--- src/hw/rtl/difference_pattern_hash_matcher_core_assert.svh ---
// ----------------------------------------------------------------------------
// Difference pattern hash matcher assertion macros
// Shorthand for the concurrent checks used in the matcher RTL.
// ----------------------------------------------------------------------------
`ifndef DIFFERENCE_PATTERN_HASH_MATCHER_CORE_ASSERT_SVH
`define DIFFERENCE_PATTERN_HASH_MATCHER_CORE_ASSERT_SVH

// Condition holds at every edge outside reset.
`define DPHM_ASSERT_ALWAYS(label, clk, rst, cond, msg) \
  label: assert property (@(posedge clk) disable iff (rst) (cond)) else $error(msg);

// Consequent holds in the same cycle as the antecedent.
`define DPHM_ASSERT_IMPLIES(label, clk, rst, ante, cons, msg) \
  label: assert property (@(posedge clk) disable iff (rst) (ante) |-> (cons)) \
    else $error(msg);

// Consequent holds in the cycle after the antecedent.
`define DPHM_ASSERT_NEXT(label, clk, rst, ante, cons, msg) \
  label: assert property (@(posedge clk) disable iff (rst) (ante) |=> (cons)) \
    else $error(msg);

`endif

--- src/hw/rtl/dphm_pkg.sv ---
// ----------------------------------------------------------------------------
// Difference pattern hash matcher package
// Widths, hash constants and the front stage item record.
// ----------------------------------------------------------------------------
package dphm_pkg;

  localparam int unsigned MAX_PATTERN = 1024;
  localparam int unsigned MAX_TEXT    = 1048576;

  localparam int unsigned FUNC_W   = 2;
  localparam int unsigned HEIGHT_W = 30;
  localparam int unsigned COUNT_W  = 21;
  localparam int unsigned LEN_W    = 11;
  localparam int unsigned HASH_W   = 30;
  localparam int unsigned RING_AW  = 10;
  localparam int unsigned RING_DEPTH = 1 << RING_AW;

  localparam int unsigned PATTERN_CAP = (MAX_PATTERN < RING_DEPTH) ? MAX_PATTERN : RING_DEPTH;
  localparam int unsigned COUNT_MAX   = (1 << COUNT_W) - 1;
  localparam int unsigned COUNT_CAP   = (MAX_TEXT < COUNT_MAX) ? MAX_TEXT : COUNT_MAX;

  localparam logic [63:0] HASH_MOD    = 64'd1000000033;
  localparam logic [63:0] DIFF_OFFSET = 64'd1000000010;
  localparam logic [63:0] HASH_BASE   = 64'd31;

  localparam logic [FUNC_W-1:0] FUNC_PATTERN = 2'd0;
  localparam logic [FUNC_W-1:0] FUNC_TEXT    = 2'd1;
  localparam logic [FUNC_W-1:0] FUNC_CLEAR   = 2'd2;

  typedef enum logic [1:0] {
    KIND_NONE,
    KIND_PATTERN,
    KIND_TEXT,
    KIND_CLEAR
  } kind_t;

  typedef struct packed {
    logic                valid;
    kind_t               kind;
    logic                pat_upd;
    logic                has_term;
    logic                full;
    logic                sub;
    logic                one;
    logic [HASH_W-1:0]   term;
    logic [RING_AW-1:0]  idx;
    logic [RING_AW-1:0]  pidx;
  } front_t;

endpackage

--- src/hw/rtl/dphm_modmul.sv ---
// ----------------------------------------------------------------------------
// Matcher modular multiplier
// Four stage a*b mod p: product, Barrett quotient estimate, remainder,
// final correction.
// ----------------------------------------------------------------------------
module dphm_modmul import dphm_pkg::*; (
  input  logic              clk,
  input  logic              en,
  input  logic [HASH_W-1:0] a,
  input  logic [HASH_W-1:0] b,
  output logic [HASH_W-1:0] result
);

  localparam int unsigned PROD_W = 2 * HASH_W;
  localparam int unsigned QW     = HASH_W + 1;
  localparam logic [63:0] BARRETT_MU = (64'd1 << PROD_W) / HASH_MOD;

  logic [PROD_W-1:0] prod;
  logic [QW-1:0]     qest;
  logic [31:0]       prod_low;
  logic [31:0]       rem;
  logic [2*QW-1:0]   qmul;
  logic [31:0]       rem_next;
  logic [31:0]       rem_fix;

  always_comb begin
    qmul     = (2*QW)'(prod[PROD_W-1:HASH_W-1]) * (2*QW)'(BARRETT_MU);
    rem_next = prod_low - 32'((2*QW)'(qest) * (2*QW)'(HASH_MOD));
    if (rem >= 32'(2 * HASH_MOD)) begin
      rem_fix = rem - 32'(2 * HASH_MOD);
    end else if (rem >= 32'(HASH_MOD)) begin
      rem_fix = rem - 32'(HASH_MOD);
    end else begin
      rem_fix = rem;
    end
  end

  always_ff @(posedge clk) begin
    if (en) begin
      prod     <= PROD_W'(a) * PROD_W'(b);
      qest     <= qmul[2*QW-1:QW];
      prod_low <= prod[31:0];
      rem      <= rem_next;
      result   <= rem_fix[HASH_W-1:0];
    end
  end

endmodule

--- config.mk ---
export PLATFORM = sky130hd
export DESIGN_NAME = dphm_modmul
export DESIGN_NICKNAME = d
export VERILOG_FILES = /design/src/hw/rtl/difference_pattern_hash_matcher_core_assert.svh /design/src/hw/rtl/dphm_pkg.sv /design/src/hw/rtl/dphm_modmul.sv
export SDC_FILE = /design/constraint.sdc
export NUM_CORES = 2
export LEC_CHECK = 0
export BUFFER_PORTS_ARGS = -buffer_cell sky130_fd_sc_hd__buf_2
export CORE_MARGIN = 4
export CORE_UTILIZATION = 61
export DETAILED_ROUTE_END_ITERATION = 8
export HOLD_SLACK_MARGIN = 0.15
export PLACE_DENSITY = 0.81
export SETUP_SLACK_MARGIN = 0.05
export SLEW_MARGIN = 20
export SYNTH_ARGS = -nofsm -noshare
export SYNTH_HDL_FRONTEND = slang
export SYNTH_SLANG_ARGS = --single-unit
export TNS_END_PERCENT = 100
--- constraint.sdc ---
create_clock -name clk -period 8.6 [get_ports clk]
set_input_delay 1.29 -clock clk [delete_from_list [all_inputs] [get_ports clk]]
set_output_delay 1.29 -clock clk [all_outputs]
set_load 0.02 [all_outputs]
After elaboration in Yosys (flattened, before gate mapping)

Index checks and enable logic that the tools add are counted.

$mul: 3
Add/sub/neg operators: 3
Div/mod/pow operators: 0
Shifts and indexed selects: 0
Equality and inequality tests: 0
Bitwise logic cells: 0
$lt $le $gt $ge: 2
Multiplexer cells: 2
Reductions and logical operators: 0

Operators with widths:

| kind                                                                                  | count |
|---|---|
| 31-bit by 30-bit multiplier with 61-bit output, second input constant                 | 1 |
| 30-bit by 30-bit multiplier with 60-bit output                                        | 1 |
| 30-bit 2-to-1 mux                                                                     | 2 |
| 30-bit subtractor, second input constant                                              | 2 |
| 32-bit by 30-bit greater-or-equal comparator with 1-bit output, second input constant | 1 |
| 32-bit by 31-bit greater-or-equal comparator with 1-bit output, second input constant | 1 |
| 31-bit by 30-bit multiplier with 32-bit output, second input constant                 | 1 |
| 32-bit subtractor                                                                     | 1 |

Bits in writable memories: 0
Memory bits (read-only): 0
Word-level logic and storage cells: 15
Input bits: 62
Register bits after elaboration: 185
Output and inout port bits: 30
Bits in latches: 0
Memories kept: 0

Depth between registers and ports, before layout

Depth in word-level cells: 3
Gate-level depth with buffers: 29
Gate-level depth less buffers: 28

Worst setup path after synthesis

OpenSTA, ideal clock, no wires.

Path type: input -> register
Start point: input port b[3]
End point: register prod[41], data pin
Path buffers: 1
Arrival time: 7.855 ns
Stages on the path: 27
Slack: 0.480 ns
Cell sequence: clkbuf_1 and2_1 fa_1 fa_1 fa_1 inv_1 fa_1 inv_1 fa_1 inv_1 fa_1 inv_1 fa_1 inv_1 fa_1 inv_1 ha_1 nand4_1 a211oi_1 a211oi_2 o211a_1 o31ai_1 o31ai_1 o21ai_1 nand4_1 o211ai_1 xor2_1

Cells in the longest elaborated chain, start to end: 1

Ends and longest elaborated chain:

| item                                           | RTL line          | text |
|---|---|---|
| from (decl)                                    | dphm_modmul.sv:10 | `input logic [HASH_W-1:0] b,` |
| 30-bit by 30-bit multiplier with 60-bit output | dphm_modmul.sv:40 | `prod <= PROD_W'(a) * PROD_W'(b);` |
| to (signal assigned)                           | dphm_modmul.sv:40 |  |
| to (decl)                                      | dphm_modmul.sv:18 | `logic [PROD_W-1:0] prod;` |

Every way passes these cells.
A chain may end at the register's enable or synchronous reset.

Final worst setup path

Start point: input port a[5]
End point: register prod[41], data pin

Cells in the longest elaborated chain, start to end: 1

Ends and longest elaborated chain:

| item                                           | RTL line          | text |
|---|---|---|
| from (decl)                                    | dphm_modmul.sv:9  | `input logic [HASH_W-1:0] a,` |
| 30-bit by 30-bit multiplier with 60-bit output | dphm_modmul.sv:40 |  |

Every way passes these cells.

==> results.sh <==
export IMPL_cts_sinks=185
export IMPL_cp_common_cell="fa_1"
export IMPL_die_w_microns=322.1
export IMPL_cts_tree="done"
export IMPL_layout_min_cycle_time_ps=8191
export IMPL_holdBufCountCts=0
export IMPL_timing_hold_ws_ps=422.7
export IMPL_synth_seq_cells=185
export IMPL_path_buf_inv=7
export IMPL_fillers=7464
export IMPL_syn_area_sq_mm=0.06017
export IMPL_hold_path_class="register to register"
export IMPL_final_net_count=8414
export IMPL_slowest_stage="fa_1"
export IMPL_grt_overflow_total=0
export IMPL_crit_required_ps=8800
export IMPL_ff_latch_area_sq_mm=0.005555
export IMPL_pin_count=92
export IMPL_grt_max_degree=78
export IMPL_outcome="finished clean"
export IMPL_cts_post_setup_buffers_inserted=0
export IMPL_slew_viol_final=0
export IMPL_final_common_cell="inv_1"
export IMPL_portBuffers=91
export IMPL_design_area_sq_mm=0.06361
export IMPL_most_common_layout_cells="inv_1 (1,748), fa_1 (1,286), ha_1 (851), and2_1 (523), nand2_1 (455)"
export IMPL_drive_above_1_share_pct=5.443
export IMPL_start_util_pct=61.85
export IMPL_cts_root_buf="clkbuf_16"
export IMPL_synthCells=6127
export IMPL_grt_pass1_wl_mm=237.1
export IMPL_critical_path_startpoint_type="input pin"
export IMPL_dieArea_sq_mm=0.1037
export IMPL_core_area_sq_mm=0.09728
export IMPL_crit_fanout=20
export IMPL_clock_path_buffers=2
export IMPL_ys_flop_type="edfxtp_1"
export IMPL_yosysSeqAreaShare_pct=9.233
export IMPL_gr_usage_all_layers_pct=28.93
export IMPL_drt_pass1_iter_count=6
export IMPL_ys_async_sr_fraction_pct=0
export IMPL_path_class="input pin to register"
export IMPL_place_area_sq_mm=0.06297
export IMPL_cpPeakStageDelay_ps=510
export IMPL_avgSynthCellArea_sq_um=9.820
export IMPL_synth_edf_count=185
export IMPL_skew_ps=18.89
export IMPL_final_setup_viol_count=0
export IMPL_ys_warn_count=0
export IMPL_grt_pass1_vias=45745
export IMPL_drc=0
export IMPL_first_iter_violations=3201
export IMPL_clk_latency_ps=460
export IMPL_antenna_found_initial=3
export IMPL_ant_nets=0
export IMPL_period_share_pct=95.25
export IMPL_vias_per_cell=5.506
export IMPL_dieHeight_microns=322.1
export IMPL_relSlewSlack_pct=34.21
export IMPL_vias=41318
export IMPL_tightestPinTransition_ps=986.9
export IMPL_routabilityCongestion=0.9817
export IMPL_dp_hpwl_mm=126.5
export IMPL_routedWlPerCell_microns=19.14
export IMPL_multi_input_area_sq_mm=0.04726
export IMPL_antennaDiodeCount=0
export IMPL_clk_pin_slew_ps=70
export IMPL_worstPathArrival_ps=8400
export IMPL_hold_viol=0
export IMPL_crit_family="adder cells"
export IMPL_cts_htree_levels=4
export IMPL_endpoint_kind="register"
export IMPL_cts_buffers=17
export IMPL_areaGrowthSynthToFinish_pct=5.729
export IMPL_routed_wl_mm=143.6
export IMPL_row_count=114
export IMPL_maxCapViolations=0
export IMPL_max_freq_mhz=122.1
export IMPL_syn_nets=8326
export IMPL_rsz0062_at_grt="no"
export IMPL_synth_distinct_cells=78
[routing by layer]
layer / part of all wire (%) / up-vias / GRT usage [%]
met5: 0.022 / - / 0
met4: 3.0 / 4 / 7.885
met3: 7.9 / 289 / 4.499
met2: 48 / 1620 / 48.91
met1: 41 / 20904 / 39.28
li1: - / 18501 / -
[worst reg2reg max path, cell delays in order (launching register included)]
cell and delay (ps):
edfxtp_1 470, inv_1 260, fa_1 530, fa_1 510
inv_1 60, fa_1 500, inv_1 50, fa_1 480
inv_1 70, fa_1 510, inv_1 60, fa_1 530
inv_1 50, fa_1 480, inv_1 50, fa_1 490
inv_1 50, ha_1 300, and4_1 270, o2111ai_1 160
o21bai_1 270, a21oi_1 210, o21ai_2 110, o221ai_1 280
or4b_1 500, and2_1 210, o21ai_1 190, xnor2_1 280
[flip-flops by register name, indices dropped and copies added, names as in the netlist]
name,flops
prod,60
prod_low,32
qest,31
rem,32
result,30
[stage by stage]
| step | setup slack, ps | utilization, % | TNS [ps] | std cells |
|---|---|---|---|---|
| 2_1_floorplan | 480.1 | - | 0 | 6127 |
| 3_3_place_gp | 7.337 | 64.74 | 0 | 7472 |
| 3_5_place_dp | -136.4 | 64.74 | -429.1 | 7472 |
| 4_1_cts | 386.0 | 65.38 | 0 | 7504 |
| 5_1_grt | 83.92 | 65.39 | 0 | 7504 |
| 6_report | 408.6 | 65.39 | 0 | 7504 |
[cells by family (layout without fill, tap and decap cells)]
group	after synthesis	after routing	synth area share [%]
compound gates	458	458	4.922
xor+xnor	185	185	2.693
fa+ha+maj	2138	2138	60.50
buf+inv	1954	2055	12.23
flops	185	185	9.233
mux	2	2	0.03328
simple gates	1205	1205	10.39
[area by class of cell]
class,instances,area share (%)
Inverter,1748,10.31
Clock buffer,17,0.6688
Sequential cell,185,8.733
Timing Repair Buffer,275,3.165
Clock inverter,15,0.3088
Multi-Input combinational cell,3988,74.30
Tap cell,1276,2.510
[synth_stat cells, types with 10 or more instances]
library cell,count,area (sq um)
nor2b_1,18,112.6
a21o_1,56,420.4
a211oi_1,18,135.1
inv_1,1748,6561
xnor2_1,137,1200
clkbuf_1,198,743.2
nor3_1,15,75.07
nand2_1,455,1708
edfxtp_1,185,5555
o211ai_1,10,75.07
o21bai_1,19,142.6
nand4_1,25,156.4
a31oi_1,12,75.07
and2_1,523,3272
ha_1,851,10650
nor2_1,71,266.5
o21ai_0,80,400.4
nand3_1,26,130.1
nand2b_1,15,93.84
fa_1,1286,25740
and3_1,17,106.4
a21oi_1,151,755.7
o21a_1,17,127.6
and4_1,11,96.34
xor2_1,48,420.4
[final timing paths]
check | start | to | slack [ps] | cells after the start
setup / recovery | a[5] | prod[41] | 410 | 27
hold / removal | prod[7] | prod_low[7] | 420 | 0
setup reg to reg | prod[51] | qest[30] | 410 | 27
hold reg to reg | prod[7] | prod_low[7] | 420 | 0
[timing repair]
item / CTS / global route
endpoints found under the setup margin: 0 / 3
hold endpoints to repair: 0 / 0
resized for setup: 0 / 5
Power is not shown: default switching activity piles up to over one toggle a cycle in this logic, so the estimate is an artifact.
