[config.mk]
export PLATFORM = sky130hd
export DESIGN_NAME = dphm_front
export DESIGN_NICKNAME = d
export VERILOG_FILES = /design/src/hw/rtl/difference_pattern_hash_matcher_core_assert.svh /design/src/hw/rtl/dphm_pkg.sv /design/src/hw/rtl/dphm_front.sv
export SDC_FILE = /design/constraint.sdc
export NUM_CORES = 1
export LEC_CHECK = 0
export ABC_AREA = 1
export BUFFER_PORTS_ARGS = -buffer_cell sky130_fd_sc_hd__buf_2
export CORE_MARGIN = 1.5
export CORE_UTILIZATION = 25
export DETAILED_ROUTE_END_ITERATION = 8
export GPL_ROUTABILITY_DRIVEN = 0
export SYNTH_ARGS = -nofsm -noshare
export SYNTH_HDL_FRONTEND = slang
export SYNTH_SLANG_ARGS = --single-unit
[constraint.sdc]
create_clock -name clk -period 9 [get_ports clk]
set_input_delay 1.8 -clock clk [delete_from_list [all_inputs] [get_ports clk]]
set_output_delay 1.8 -clock clk [all_outputs]
set_load 0.01 [all_outputs]
[src/hw/rtl/difference_pattern_hash_matcher_core_assert.svh]
// ----------------------------------------------------------------------------
// Difference pattern hash matcher assertion macros
// Shorthand for the concurrent checks used in the matcher RTL.
// ----------------------------------------------------------------------------
`ifndef DIFFERENCE_PATTERN_HASH_MATCHER_CORE_ASSERT_SVH
`define DIFFERENCE_PATTERN_HASH_MATCHER_CORE_ASSERT_SVH

// Condition holds at every edge outside reset.
`define DPHM_ASSERT_ALWAYS(label, clk, rst, cond, msg) \
  label: assert property (@(posedge clk) disable iff (rst) (cond)) else $error(msg);

// Consequent holds in the same cycle as the antecedent.
`define DPHM_ASSERT_IMPLIES(label, clk, rst, ante, cons, msg) \
  label: assert property (@(posedge clk) disable iff (rst) (ante) |-> (cons)) \
    else $error(msg);

// Consequent holds in the cycle after the antecedent.
`define DPHM_ASSERT_NEXT(label, clk, rst, ante, cons, msg) \
  label: assert property (@(posedge clk) disable iff (rst) (ante) |=> (cons)) \
    else $error(msg);

`endif

[src/hw/rtl/dphm_pkg.sv]
// ----------------------------------------------------------------------------
// Difference pattern hash matcher package
// Widths, hash constants and the front stage item record.
// ----------------------------------------------------------------------------
package dphm_pkg;

  localparam int unsigned MAX_PATTERN = 1024;
  localparam int unsigned MAX_TEXT    = 1048576;

  localparam int unsigned FUNC_W   = 2;
  localparam int unsigned HEIGHT_W = 30;
  localparam int unsigned COUNT_W  = 21;
  localparam int unsigned LEN_W    = 11;
  localparam int unsigned HASH_W   = 30;
  localparam int unsigned RING_AW  = 10;
  localparam int unsigned RING_DEPTH = 1 << RING_AW;

  localparam int unsigned PATTERN_CAP = (MAX_PATTERN < RING_DEPTH) ? MAX_PATTERN : RING_DEPTH;
  localparam int unsigned COUNT_MAX   = (1 << COUNT_W) - 1;
  localparam int unsigned COUNT_CAP   = (MAX_TEXT < COUNT_MAX) ? MAX_TEXT : COUNT_MAX;

  localparam logic [63:0] HASH_MOD    = 64'd1000000033;
  localparam logic [63:0] DIFF_OFFSET = 64'd1000000010;
  localparam logic [63:0] HASH_BASE   = 64'd31;

  localparam logic [FUNC_W-1:0] FUNC_PATTERN = 2'd0;
  localparam logic [FUNC_W-1:0] FUNC_TEXT    = 2'd1;
  localparam logic [FUNC_W-1:0] FUNC_CLEAR   = 2'd2;

  typedef enum logic [1:0] {
    KIND_NONE,
    KIND_PATTERN,
    KIND_TEXT,
    KIND_CLEAR
  } kind_t;

  typedef struct packed {
    logic                valid;
    kind_t               kind;
    logic                pat_upd;
    logic                has_term;
    logic                full;
    logic                sub;
    logic                one;
    logic [HASH_W-1:0]   term;
    logic [RING_AW-1:0]  idx;
    logic [RING_AW-1:0]  pidx;
  } front_t;

endpackage

[src/hw/rtl/dphm_front.sv]
// ----------------------------------------------------------------------------
// Matcher front stage
// Input register, selector decode, neighbor difference terms and the
// pattern/text counters. Emits one decoded record per item.
// ----------------------------------------------------------------------------
module dphm_front import dphm_pkg::*; (
  input  logic                clk,
  input  logic                rst,
  input  logic                en,
  input  logic                valid,
  input  logic [FUNC_W-1:0]   func,
  input  logic [HEIGHT_W-1:0] height,
  output front_t              front
);

  logic                in_valid;
  logic [FUNC_W-1:0]   in_func;
  logic [HEIGHT_W-1:0] in_height;

  logic [LEN_W-1:0]    pattern_length, pattern_length_next;
  logic [HEIGHT_W-1:0] pattern_previous, pattern_previous_next;
  logic [HEIGHT_W-1:0] text_previous, text_previous_next;
  logic [COUNT_W-1:0]  text_seen, text_seen_next;
  logic [RING_AW-1:0]  ring_pointer, ring_pointer_next;
  logic [LEN_W-1:0]    span;
  front_t              front_next;

  function automatic logic [HASH_W-1:0] diff_term(logic [HEIGHT_W-1:0] now,
                                                  logic [HEIGHT_W-1:0] prev);
    logic [31:0] v;
    v = 32'(now) + 32'(DIFF_OFFSET + HASH_MOD) - 32'(prev);
    if (v >= 32'(2 * HASH_MOD)) v = v - 32'(2 * HASH_MOD);
    if (v >= 32'(HASH_MOD)) v = v - 32'(HASH_MOD);
    return v[HASH_W-1:0];
  endfunction

  always_comb begin
    span = (pattern_length == '0) ? '0 : pattern_length - LEN_W'(1);

    pattern_length_next   = pattern_length;
    pattern_previous_next = pattern_previous;
    text_previous_next    = text_previous;
    text_seen_next        = text_seen;
    ring_pointer_next     = ring_pointer;

    front_next       = '0;
    front_next.valid = in_valid;
    front_next.kind  = KIND_NONE;

    if (in_valid) begin
      unique case (in_func)
        FUNC_PATTERN: begin
          if (text_seen == '0 && pattern_length < LEN_W'(PATTERN_CAP)) begin
            front_next.kind    = KIND_PATTERN;
            front_next.pat_upd = (pattern_length != '0);
            front_next.term    = diff_term(in_height, pattern_previous);
            pattern_previous_next = in_height;
            pattern_length_next   = pattern_length + LEN_W'(1);
          end
        end
        FUNC_TEXT: begin
          front_next.kind     = KIND_TEXT;
          front_next.has_term = (text_seen != '0) && (span != '0);
          front_next.term     = diff_term(in_height, text_previous);
          front_next.full     = (pattern_length != '0) && (text_seen >= COUNT_W'(span));
          front_next.sub      = text_seen > COUNT_W'(span);
          front_next.one      = (pattern_length == LEN_W'(1));
          front_next.idx      = ring_pointer;
          front_next.pidx     = ring_pointer - span[RING_AW-1:0];
          text_previous_next  = in_height;
          if (text_seen < COUNT_W'(COUNT_CAP)) text_seen_next = text_seen + COUNT_W'(1);
          if (front_next.has_term) ring_pointer_next = ring_pointer + RING_AW'(1);
        end
        FUNC_CLEAR: begin
          front_next.kind       = KIND_CLEAR;
          pattern_length_next   = '0;
          pattern_previous_next = '0;
          text_previous_next    = '0;
          text_seen_next        = '0;
          ring_pointer_next     = '0;
        end
        default: ;
      endcase
    end
  end

  always_ff @(posedge clk) begin
    if (rst) begin
      in_valid         <= 1'b0;
      front            <= '0;
      pattern_length   <= '0;
      pattern_previous <= '0;
      text_previous    <= '0;
      text_seen        <= '0;
      ring_pointer     <= '0;
    end else if (en) begin
      in_valid         <= valid;
      front            <= front_next;
      pattern_length   <= pattern_length_next;
      pattern_previous <= pattern_previous_next;
      text_previous    <= text_previous_next;
      text_seen        <= text_seen_next;
      ring_pointer     <= ring_pointer_next;
    end
  end

  always_ff @(posedge clk) begin
    if (en) begin
      in_func   <= func;
      in_height <= height;
    end
  end

endmodule

# == After elaboration in Yosys (flattened, before gate mapping) ==
# Index checks and enable logic that the tools add are counted.
# op_classes
addsub,12
magnitude_cmp,8
eq_ne,6
muxes,27
n_reduce_logical,15
# op_table
op,n
32-bit two-way mux,7
30-bit one-hot mux with 2 select lines,3
30-bit two-way mux,4
32-bit by 30-bit greater-or-equal comparator with 1-bit output (second input constant),2
32-bit by 31-bit greater-or-equal comparator with 1-bit output (second input constant),2
32-bit by 30-bit subtractor with 32-bit output,2
32-bit by 31-bit subtractor with 32-bit output (second input constant),2
30-bit subtractor (second input constant),2
57-bit two-way mux,1
21-bit one-hot mux with 2 select lines,1
30-bit by 31-bit adder with 32-bit output (second input constant),1
11-bit two-way mux,2
11-bit one-hot mux with 2 select lines,1
11-bit nonzero test,2
21-bit by 1-bit adder with 21-bit output (second input constant),1
21-bit by 11-bit greater-or-equal comparator with 1-bit output,1
21-bit by 11-bit greater-than comparator with 1-bit output,1
21-bit zero test,1
21-bit less-than comparator (second input constant),1
21-bit two-way mux,1
21-bit nonzero test,1
20-bit two-way mux,1
10-bit one-hot mux with 2 select lines,1
4-bit AND reduction,3
other kinds (19),24
# totals
reg_bits,193
output_inout_bits,58

# == Longest topological paths before layout ==
# logic_depth
word_depth,12
ltp_mapped,52
mapped_depth_nobuf,51

# == Worst setup path after synthesis ==
# OpenSTA, ideal clock, no wires.
# synth_timing
path_kind,register -> register
from,register in_height[0]
to,register front[25] in the netlist's numbering
setup_ns,0.069
arrival_ns,5.252
t_required_ns,8.931
slack_ns,3.678
path_stages_with_launch,50
path_buffers,4
period_less_slack_ns,5.322
cell_sequence,edfxtp_1 -> inv_1 -> ha_1 -> inv_1 -> nand2_1 -> nand2_1 -> nand2_1 -> nand2_1 -> nand2_1 -> nand2_1 -> a31oi_1 -> nor2_1 -> nor3_1 -> xor2_1 -> ha_1 -> nand2_1 -> inv_1 -> nand2_1 -> [... 14 more ...] -> nand2_1 -> nand2_1 -> inv_1 -> ha_1 -> nand3_1 -> nand2_1 -> nand2_1 -> nand2_1 -> nand3_2 -> nand2_2 -> nand2_4 -> buf_6 -> buf_12 -> nand3_2 -> nand3_1 -> nand2_1 -> nand2_1 -> a21oi_2
# synth_between
elab_chain_len,12
word_cells_on_any_way,23
# synth_rtl
element,line_no,rtl
start: declaration,dphm_front.sv:18,logic [HEIGHT_W-1:0] in_height;
start signal: assignment,dphm_front.sv:110,in_height <= height;
30-bit by 31-bit adder with 32-bit output *,dphm_front.sv:31,v = 32'(now) + 32'(DIFF_OFFSET + HASH_MOD) - 32'(prev);
32-bit by 30-bit subtractor with 32-bit output,dphm_front.sv:31,
32-bit by 31-bit subtractor with 32-bit output or 32-bit by 31-bit greater-or-equal comparator with 1-bit output (tied branches),dphm_front.sv:32,if (v >= 32'(2 * HASH_MOD)) v = v - 32'(2 * HASH_MOD);
32-bit two-way mux,dphm_front.sv:32,
32-bit two-way mux,dphm_front.sv:53,if (text_seen == '0 && pattern_length < LEN_W'(PATTERN_CAP)) begin
32-bit two-way mux,dphm_front.sv:51,unique case (in_func)
32-bit two-way mux,dphm_front.sv:50,if (in_valid) begin
30-bit subtractor or 32-bit by 30-bit greater-or-equal comparator with 1-bit output (tied branches),dphm_front.sv:33,if (v >= 32'(HASH_MOD)) v = v - 32'(HASH_MOD);
30-bit two-way mux,dphm_front.sv:33,
30-bit two-way mux,dphm_front.sv:53,
30-bit one-hot mux with 2 select lines *,dphm_front.sv:51,
57-bit two-way mux *,dphm_front.sv:50,
end signal: assignment,dphm_front.sv:98,front <= front_next;
end: declaration,dphm_front.sv:13,output front_t front
# Every way passes the cells marked *; elsewhere a longest branch is shown, timed or not. The select of a mux whose other input is x is not followed.
# A chain may end at the register's enable or synchronous reset.

# == Worst setup path after layout ==
# layout_timing
from,register in_height[0]
to,register front[39] in the netlist's numbering
# The elaborated chain is that of the path after synthesis.

==> flow_metrics.env <==
export IMPL_outcome="finished clean"
export IMPL_syn_area_sq_um=21890
export IMPL_synth_ff_type="dfxtp_1"
export IMPL_drive_gt1_share_pct=7.421
export IMPL_fmax_ghz=0.1264
export IMPL_skew_ns=0.01824
export IMPL_wl_met1_um=35530
export IMPL_first_global_vias=22120
export IMPL_crit_required_ns=9.33
export IMPL_grt_start_max_net_pins=72
export IMPL_cp_end_kind="flop"
export IMPL_clock_path_buffers=2
export IMPL_yosys_warnings=0
export IMPL_synthesis_nets=4161
export IMPL_routedWlPerCell_um=14.90
export IMPL_cts_made_buffers=17
export IMPL_r2r_slack_ns=1.09
export IMPL_drtIter0Drc=2246
export IMPL_grt_pass1_wl_um=121900
export IMPL_overflow=0
export IMPL_drt_pass1_iter_count=6
export IMPL_pin_count=94
export IMPL_crit_type="reg2reg"
export IMPL_ys_seq_area_share_pct=19.11
export IMPL_rsz0062_at_grt="no"
export IMPL_min_period_ns=7.909
export IMPL_p_per_area_nw_per_um2=261.1
export IMPL_synth_enable_flop_cells=32
export IMPL_fin_crit_sh_pct=87.88
export IMPL_clock_latency_ns=0.49
export IMPL_setup_viol=0
export IMPL_floorplan_initialDensity_pct=25.24
export IMPL_rows=108
export IMPL_cts_sink_count=193
export IMPL_post_cts_resized=0
export IMPL_via_count=24880
export IMPL_route_detailed_drc=0
export IMPL_io_buffers=93
export IMPL_cts_setup_buffers=0
export IMPL_cpPeakStageDelay_ns=0.65
export IMPL_synthArstFlopShare_pct=0
export IMPL_fin_nets=4205
export IMPL_core_area_sq_um=86750
export IMPL_h_tree_depth=4
export IMPL_die_w_um=298.9
export IMPL_num_antenna_cells=0
export IMPL_hold_buffers=0
export IMPL_track_usage_pct=17.11
export IMPL_area_delta_synth_final_pct=9.796
export IMPL_power_leakage_uw=0.01247
export IMPL_viasPerCell=4.750
export IMPL_crit_family="simple AND/OR/NAND/NOR gates"
export IMPL_met3_length_um=4719
export IMPL_synth_seq_cells=193
export IMPL_critPathMostFrequentCell="nand2_1"
export IMPL_worst_pin_slew_ns=1.055
export IMPL_drv_slew=0
export IMPL_final_cell_mix="nand2_1 (1497), inv_1 (617), nor2_1 (407), nand3_1 (391), a21oi_1 (204)"
export IMPL_yosysUniqueCellTypes=56
export IMPL_startpoint_type="flop"
export IMPL_antenna_found_initial=1
export IMPL_top_layer="met5"
export IMPL_cap_violations=0
export IMPL_die_area_sq_um=89360
export IMPL_place_hpwl_um=64020
export IMPL_arrival_ns=8.24
export IMPL_routed_wl_met2_um=34970
export IMPL_max_slew_margin_rel_pct=29.67
export IMPL_final_common_cell="nand2_1"
export IMPL_hold_path_class="reg2reg"
export IMPL_routed_wl_um=78030
export IMPL_final_util_pct=27.71
export IMPL_setup_tns_ns=0
export IMPL_ir_drop_mv=0.1604
export IMPL_crit_fanout=38
export IMPL_cts_tree="yes"
export IMPL_drtAntennaViolNets=0
export IMPL_syn_avg_cell_area_sq_um=5.438
export IMPL_cts_root_buffer="clkbuf_16"
export IMPL_die_y_um=298.9
export IMPL_finalHoldViolCount=0
export IMPL_synth_cells=4026
export IMPL_crit_buf_inv=3
export IMPL_slowest_stage="nand2_2"
export IMPL_path_clk_slew_ns=0.08
Yosys cell counts (10+ instances only):
| library cell | number | area, sq um |
|---|---|---|
| nor2_2 | 27 | 168.9 |
| nand3_1 | 391 | 1957 |
| a211oi_1 | 11 | 82.58 |
| clkbuf_1 | 37 | 138.9 |
| o21ai_0 | 114 | 570.6 |
| buf_2 | 16 | 80.08 |
| buf_6 | 15 | 168.9 |
| edfxtp_1 | 32 | 960.9 |
| xor2_1 | 70 | 613.1 |
| a21oi_1 | 205 | 1026 |
| a21oi_2 | 13 | 113.9 |
| nand2_2 | 56 | 350.3 |
| buf_4 | 11 | 82.58 |
| ha_1 | 96 | 1201 |
| inv_2 | 31 | 116.4 |
| inv_1 | 618 | 2320 |
| nand3b_1 | 10 | 75.07 |
| dfxtp_1 | 161 | 3223 |
| nor3_1 | 42 | 210.2 |
| nand4_1 | 52 | 325.3 |
| nor2_1 | 407 | 1528 |
| nand2_1 | 1497 | 5619 |
| nand3_2 | 17 | 170.2 |
power breakdown:
group / switching, uW / leakage [uW] / total (uW) / internal [uW]
clock network: 445 / 0.000303 / 830 / 385
logic: 3240 / 0.0106 / 4510 / 1280
registers: 24.2 / 0.00161 / 932 / 908
layout make-up:
cell class / count / area [sq um]
multi-input combinational: 3096 / 14750
clock buffer: 17 / 425.4
fill: 9896 / 62720
clock inverter: 15 / 203.9
inverter: 655 / 2461
tap: 1155 / 1445
sequential: 193 / 4184
timing repair buffer: 107 / 570.5
cells by family (layout without fill, tap and decap cells):
logic type	after synthesis	count (layout)	synth area share, %
AND/OR/NAND/NOR	2537	2537	48.89
buffers and inverters	737	794	13.57
AO/OA/AOI/OAI	380	380	9.435
flip-flops	193	193	19.11
adder cells (fa/ha/maj)	99	99	5.761
XOR/XNOR	80	80	3.235
registers in the layout, summed over array words and instances (netlist names):
register          flops
text_seen            21
in_height            30
text_previous        30
in_valid              1
in_func               2
pattern_previous     30
ring_pointer         10
pattern_length       11
front                58
path summary, 6_finish.rpt:
path / from / endpoint / cells past startpoint
hold reg to reg: pattern_previous[3] / pattern_previous[3] / 2
hold / removal: pattern_previous[3] / pattern_previous[3] / 2
setup / recovery: in_height[0] / front[39] / 41
setup reg to reg: in_height[0] / front[39] / 41
metrics by stage:
step                      hold WS (ns)  total power [uW]  cells  setup WS [ns]  cell area [sq um]
after floorplan                 0.4353              4358   4026          3.678              21890
after global placement          0.4457              5351   5206          1.432              23410
after detailed placement        0.4522              5348   5206          1.246              23410
after CTS                       0.4648              6198   5238          1.194              24040
after global routing            0.4784              6863   5238         0.2534              24040
final                           0.4653              6276   5238          1.091              24040
worst min-delay path: stages, from the launching register on:
cell     delay [ns]
dfxtp_1        0.30
inv_1          0.06
a21oi_1        0.06
per-layer routing:
layer  global-route usage (%)  vias to the layer above
met1                    23.15                    11270
met3                    1.636                      120
met4                    6.794                        2
li1                         -                    12670
met5                        0                        -
met2                    27.87                      817
(Power assumes the default switching activity.)
